$ cat config.mk
export PLATFORM = sky130hd
export DESIGN_NAME = rfk_isqrt
export DESIGN_NICKNAME = d
export VERILOG_FILES = /design/src/design/rfk_pkg.sv /design/src/design/rfk_isqrt.sv
export VERILOG_INCLUDE_DIRS = /design/src /design/src/design
export SDC_FILE = /design/constraint.sdc
export NUM_CORES = 1
export LEC_CHECK = 0
export CORE_AREA = 2 2 251 278
export CTS_CLUSTER_SIZE = 14
export DETAILED_ROUTE_END_ITERATION = 7
export DIE_AREA = 0 0 253 280
export DONT_BUFFER_PORTS = 1
export PLACE_DENSITY_LB_ADDON = 0.08
export SYNTH_ARGS = -nofsm -noshare
export SYNTH_HDL_FRONTEND = slang
export SYNTH_SLANG_ARGS = --single-unit
$ cat constraint.sdc
create_clock -name clock -period 3.8 [get_ports clock]
set_input_delay 0.38 -clock clock [delete_from_list [all_inputs] [get_ports clock]]
set_output_delay 0.38 -clock clock [all_outputs]
set_load 0.01 [all_outputs]
$ cat src/design/radial_falloff_kernel_top_defines.svh
// ---------------------------------------------------------------------------
// Radial falloff kernel assertion macros
// Property wrappers used by the pipeline modules; empty under synthesis.
// ---------------------------------------------------------------------------
`ifndef RADIAL_FALLOFF_KERNEL_TOP_DEFINES_SVH
`define RADIAL_FALLOFF_KERNEL_TOP_DEFINES_SVH
`ifndef SYNTHESIS
// same-cycle implication
`define RFK_ASSERT_IMPLY(lbl, clk, rst, ante, cons) \
   lbl: assert property (@(posedge clk) disable iff (rst) (ante) |-> (cons)) \
      else $error("rfk same-cycle check failed");
// next-cycle implication
`define RFK_ASSERT_NEXT(lbl, clk, rst, ante, cons) \
   lbl: assert property (@(posedge clk) disable iff (rst) (ante) |=> (cons)) \
      else $error("rfk next-cycle check failed");
`else
`define RFK_ASSERT_IMPLY(lbl, clk, rst, ante, cons)
`define RFK_ASSERT_NEXT(lbl, clk, rst, ante, cons)
`endif
`endif

$ cat src/design/rfk_pkg.sv
// ---------------------------------------------------------------------------
// rfk_pkg
// Widths, fixed-point constants, register indexes and stage types.
// ---------------------------------------------------------------------------
package rfk_pkg;

   // field widths
   localparam int ROW_W      = 12;
   localparam int FRAME_W    = 13;
   localparam int CTR_W      = 17;
   localparam int SCL_W      = 16;
   localparam int LEVEL_W    = 17;
   localparam int FRAC_W     = 16;
   localparam int CSR_IDX_W  = 3;
   localparam int CSR_DATA_W = 17;

   // axis term: quotient bits and rounding shifts (den = dim * 2^11)
   localparam int Q_SHIFT    = 11;
   localparam int HALF_SHIFT = 10;
   localparam int QBITS      = 18;
   localparam int TERM_W     = 18;
   localparam logic [TERM_W-1:0] TERM_SAT = 18'd131072;

   // squares and radius
   localparam int SQ_W   = 35;
   localparam logic [SQ_W-1:0] SQ_MAX = 35'd17179869184;
   localparam int SUM_W  = 36;
   localparam int ROOT_W = 18;
   localparam logic [ROOT_W-1:0] ROOT_MAX = 18'd185363;
   localparam int SR_W   = 22;

   // weighted radius and level
   localparam int PR_W     = 35;
   localparam int RW_W     = 23;
   localparam int RW_SHIFT = 12;
   localparam logic [PR_W-1:0]    ROUND_HALF  = 35'd2048;
   localparam logic [RW_W-1:0]    LEVEL_KNEE  = 23'd65529;
   localparam logic [LEVEL_W-1:0] LEVEL_ONE   = 17'd65536;
   localparam logic [LEVEL_W-1:0] LEVEL_FLOOR = 17'd7;

   // register defaults
   localparam logic [FRAME_W-1:0] RST_FRAME  = 13'd256;
   localparam logic [CTR_W-1:0]   RST_CENTER = 17'd32768;
   localparam logic [SCL_W-1:0]   RST_SCALE  = 16'd4096;

   typedef enum logic [CSR_IDX_W-1:0] {
      CSR_FRAME_WIDTH  = 3'd0,
      CSR_FRAME_HEIGHT = 3'd1,
      CSR_CENTER_A     = 3'd2,
      CSR_CENTER_B     = 3'd3,
      CSR_SCALE_A      = 3'd4,
      CSR_SCALE_B      = 3'd5,
      CSR_INV_WEIGHT   = 3'd6
   } csr_index_type;

   typedef struct packed {
      logic             valid;
      logic [SUM_W-1:0] sum;
   } sum_beat_type;

   typedef struct packed {
      logic              valid;
      logic [ROOT_W-1:0] root;
   } root_beat_type;

endpackage

$ cat src/design/rfk_isqrt.sv
// ---------------------------------------------------------------------------
// rfk_isqrt
// Pipelined integer square root, one root bit per stage (floor result).
// ---------------------------------------------------------------------------
`include "radial_falloff_kernel_top_defines.svh"

module rfk_isqrt (
   input  logic                   clock,
   input  logic                   reset,
   input  logic                   advance,
   input  rfk_pkg::sum_beat_type  in_beat,
   output rfk_pkg::root_beat_type out_beat
);
   import rfk_pkg::*;

   logic [ROOT_W-1:0] vld_ff;
   logic [SR_W-1:0]   rem_ff  [ROOT_W];
   logic [ROOT_W-1:0] root_ff [ROOT_W];
   logic [SUM_W-1:0]  v_ff    [ROOT_W-1];

   always_ff @(posedge clock) begin
      if (reset) begin
         vld_ff <= '0;
      end else if (advance) begin
         vld_ff <= {vld_ff[ROOT_W-2:0], in_beat.valid};
      end
   end

   for (genvar j = 0; j < ROOT_W; j++) begin : g_step
      localparam int K = ROOT_W - 1 - j;
      logic [SR_W-1:0]   rem_p, remx, trial, rem_in;
      logic [ROOT_W-1:0] root_p, root_in;
      logic [SUM_W-1:0]  v_p;

      if (j == 0) begin : g_first
         assign rem_p  = '0;
         assign root_p = '0;
         assign v_p    = in_beat.sum;
      end else begin : g_next
         assign rem_p  = rem_ff[j-1];
         assign root_p = root_ff[j-1];
         assign v_p    = v_ff[j-1];
      end

      always_comb begin
         remx  = (rem_p << 2) | SR_W'(v_p[2*K+1 -: 2]);
         trial = (SR_W'(root_p) << 2) | SR_W'(1);
         if (remx >= trial) begin
            rem_in  = remx - trial;
            root_in = (root_p << 1) | ROOT_W'(1);
         end else begin
            rem_in  = remx;
            root_in = root_p << 1;
         end
      end

      always_ff @(posedge clock) begin
         if (advance) begin
            rem_ff[j]  <= rem_in;
            root_ff[j] <= root_in;
         end
      end

      if (j < ROOT_W - 1) begin : g_carry
         always_ff @(posedge clock) begin
            if (advance) begin
               v_ff[j] <= v_p;
            end
         end
      end
   end

   assign out_beat = '{valid: vld_ff[ROOT_W-1], root: root_ff[ROOT_W-1]};

   `RFK_ASSERT_IMPLY(a_sqrt_rem_bound, clock, reset, vld_ff[ROOT_W-1], rem_ff[ROOT_W-1] <= (SR_W'(root_ff[ROOT_W-1]) << 1))
   `RFK_ASSERT_IMPLY(a_sqrt_root_max, clock, reset, vld_ff[ROOT_W-1], root_ff[ROOT_W-1] <= ROOT_MAX)
   `RFK_ASSERT_NEXT(a_sqrt_stall_hold, clock, reset, !advance, $stable(vld_ff))

endmodule

==> impl_metrics.env <==
export IMPL_die_height_um=280
export IMPL_hpwl_mm=46.01
export IMPL_vias=21510
export IMPL_crit_fanout=30
export IMPL_layout_commonest_cell="edfxtp_1"
export IMPL_postCtsHoldBufs=57
export IMPL_critical_path_class="register to register"
export IMPL_endpoint="rem_ff[15][4]$_DFFE_PP_"
export IMPL_cp_num_buf_inv=0
export IMPL_dieArea_mm2=0.07084
export IMPL_drive_above_1_share=0.07097
export IMPL_htree_levels=3
export IMPL_tightest_slew_ns=1.813
export IMPL_die_w_um=253
export IMPL_grt_max_degree=813
export IMPL_status="complete, but fails checks"
export IMPL_root_buffer="clkbuf_16"
export IMPL_postCtsSetupBuffers=0
export IMPL_ys_warn_count=0
export IMPL_io_buffers=0
export IMPL_synth_edf_count=794
export IMPL_cp_end_kind="register"
export IMPL_ys_flop_type="edfxtp_1"
export IMPL_rsz0062_at_grt="false"
export IMPL_num_rows=101
export IMPL_cts_resized=0
export IMPL_clk_pin_slew_ns=0.06
export IMPL_avgViaCountPerCell=5.569
export IMPL_cts_made_buffers=85
export IMPL_timing_fmax_ghz=0.2785
export IMPL_hold_path_class="input pin to register"
export IMPL_start_util=0.5444
export IMPL_worstPathRequired_ns=4.18
export IMPL_violations="slew limit"
export IMPL_critical_path_cell_count=8
export IMPL_fill_cells=5232
export IMPL_setup_viol=0
export IMPL_synth_mux_area_frac=0.01809
export IMPL_final_max_slew_violation_count=257
export IMPL_r2r_end="rem_ff[15][4]$_DFFE_PP_"
export IMPL_layout_common_cells="794 x edfxtp_1, 233 x inv_1, 198 x nor2_1"
export IMPL_grt_pass1_vias=21160
export IMPL_period_share=0.9449
export IMPL_wirelength_mm=67.42
export IMPL_coreArea_mm2=0.06824
export IMPL_area_delta_synth_final_pct=12.60
export IMPL_async_flop_share=0
export IMPL_synth_nets=3034
export IMPL_syn_avg_cell_area_um2=13.25
export IMPL_yosys_area_share_simple=0.09249
export IMPL_finalHoldViolCount=0
export IMPL_clock_sinks=812
export IMPL_netlist_area_mm2=0.03715
export IMPL_fin_skew_ns=0.02135
export IMPL_worst_r2r_cell_count=8
export IMPL_io_pins=59
export IMPL_antenna_cells=0
export IMPL_leakage_uw=0.01608
export IMPL_clock_path_buffers=3
export IMPL_yosysUniqueCellTypes=74
export IMPL_firstDrtPassIters=6
export IMPL_rr_startpoint="rem_ff[14][7]$_DFFE_PP_"
export IMPL_route_detailed_drc=0
export IMPL_synth_fa_ha_area_frac=0.06399
export IMPL_cp_slowest_stage_delay_ns=1.01
export IMPL_drv_cap=0
export IMPL_clk_latency_ns=0.64
export IMPL_finalPower_uw=23540
export IMPL_antenna_found_initial=0
export IMPL_cp_cell_sequence="ha_1 -> a21oi_1 -> o21ai_0 -> a211o_1 -> o21ai_0 -> o21bai_1 -> or4b_2 -> mux2_2"
export IMPL_synth_compound_area_frac=0.08872
export IMPL_netlist_instances=2804
export IMPL_rrSetupSlack_ns=0.21
export IMPL_place_congestion=0.8527
export IMPL_seqCellArea_mm2=0.02420
export IMPL_synth_xor_area_share=0.05588
export IMPL_antenna_left=0
export IMPL_startpoint="rem_ff[14][7]$_DFFE_PP_"
export IMPL_nNetsFinal=3144
export IMPL_cp_arrival_ns=3.98
export IMPL_path_common_cell="o21ai_0"
export IMPL_synth_top_family_by_area="simple AND/OR/NAND/NOR gates"
export IMPL_grt_remaining_overflow=0
export IMPL_min_period_ns=3.591
export IMPL_p_per_area_mw_per_mm2=562.8
export IMPL_yosysSeqAreaShare=0.6515
export IMPL_wl_per_cell_um=17.46
export IMPL_multiInputGateArea_mm2=0.01187
export IMPL_drtIter0Drc=1317
export IMPL_slowest_stage="or4b_2"
export IMPL_cp_start_kind="register"
export IMPL_fin_tns_setup_ns=0
export IMPL_slew_limit_headroom=-0.2085
export IMPL_grt_usage=0.1904
export IMPL_crit_family="compound AO/OA/AOI/OAI gates"
export IMPL_ys_ff_latch=812
export IMPL_grt_pass1_wl_mm=108.0
export IMPL_tritoncts="done"
export IMPL_max_vdd_ir_drop_v=0.0006442
[layer usage]
layer / up-vias / wire, um / GRT usage
met1: 10470 / 29770 / 0.2467
li1: 10610 / - / -
met2: 337 / 33970 / 0.3333
met3: 96 / 2393 / 0.02839
met4: 0 / 1281 / 0.05462
met5: - / 0 / 0
[synthesized netlist by cell type, drive strengths merged, types with 21 or more instances]
cell type	n	area, um2
a21o	51	382.9
nor2b	31	193.9
inv	233	874.6
nand2	150	563.0
ha	190	2377
edfxtp	794	23840
xor2	115	1007
o21ai	125	625.6
nand2b	32	200.2
nand4	25	156.4
a21oi	165	825.8
xnor2	122	1069
nand3	44	220.2
nor3	72	360.4
mux2	41	461.7
clkbuf	35	131.4
or3	26	167.7
o21a	40	300.3
mux2i	21	210.2
nor4	31	209.0
nor2	198	743.2
[worst register-to-register path, stage by stage (launching register included)]
cell,delay [ns]
edfxtp_1,0.38
ha_1,0.39
a21oi_1,0.22
o21ai_0,0.16
a211o_1,0.29
o21ai_0,0.31
o21bai_1,0.17
or4b_2,1.01
mux2_2,0.41
[layout make-up]
class / instances / share of cell area
Inverter: 233 / 0.02091
Multi-Input combinational cell: 1708 / 0.2838
Tap cell: 875 / 0.02617
Timing Repair Buffer: 74 / 0.01753
Clock buffer: 92 / 0.05148
Sequential cell: 812 / 0.5786
Clock inverter: 68 / 0.02148
[kinds of logic after synthesis]
family,count (synthesis)
xor+xnor,237
buf+inv,284
compound gates,525
flops,812
simple gates,693
other cells,1
fa+ha+maj,190
mux,62
[registers in the layout, indices dropped and copies added (netlist names)]
register  flops
rem_ff      317
root_ff     171
v_ff        306
vld_ff       18
[worst min path at each step]
stage	startpoint	endpoint	slack, ns	cells past startpoint
after floorplan	v_ff[0][64]$_DFFE_PP_	v_ff[0][100]$_DFFE_PP_	0.40	0
after global placement	v_ff[0][51]$_DFFE_PP_	v_ff[0][87]$_DFFE_PP_	0.40	0
after detailed placement	v_ff[0][76]$_DFFE_PP_	v_ff[0][112]$_DFFE_PP_	0.40	0
after CTS	advance	v_ff[0][1]$_DFFE_PP_	-0.16	0
after global routing	advance	v_ff[0][77]$_DFFE_PP_	0.005	0
final	advance	v_ff[0][77]$_DFFE_PP_	0.12	0
[metrics by stage]
stage                     std cells  setup WS, ns  area [um2]  utilization  hold WS, ns
after global placement         3643        0.3234       38170       0.5593       0.4002
final                          3862        0.2094       41830       0.6129       0.1246
after detailed placement       3643        0.2371       38170       0.5593       0.4045
after floorplan                2804        0.8804       37150            -       0.4003
after CTS                      3860        0.2042       41790       0.6124      -0.1601
after global routing           3862      0.004616       41830       0.6129     0.004540
[report_power, final]
part / leakage, uW / switching, uW / internal (uW)
Clock: 0.00148 / 3530 / 5260
Combinational: 0.00686 / 1710 / 1450
Sequential: 0.00774 / 569 / 11000
Total: 0.0161 / 5810 / 17700
Power figures use the tool's default switching activity.
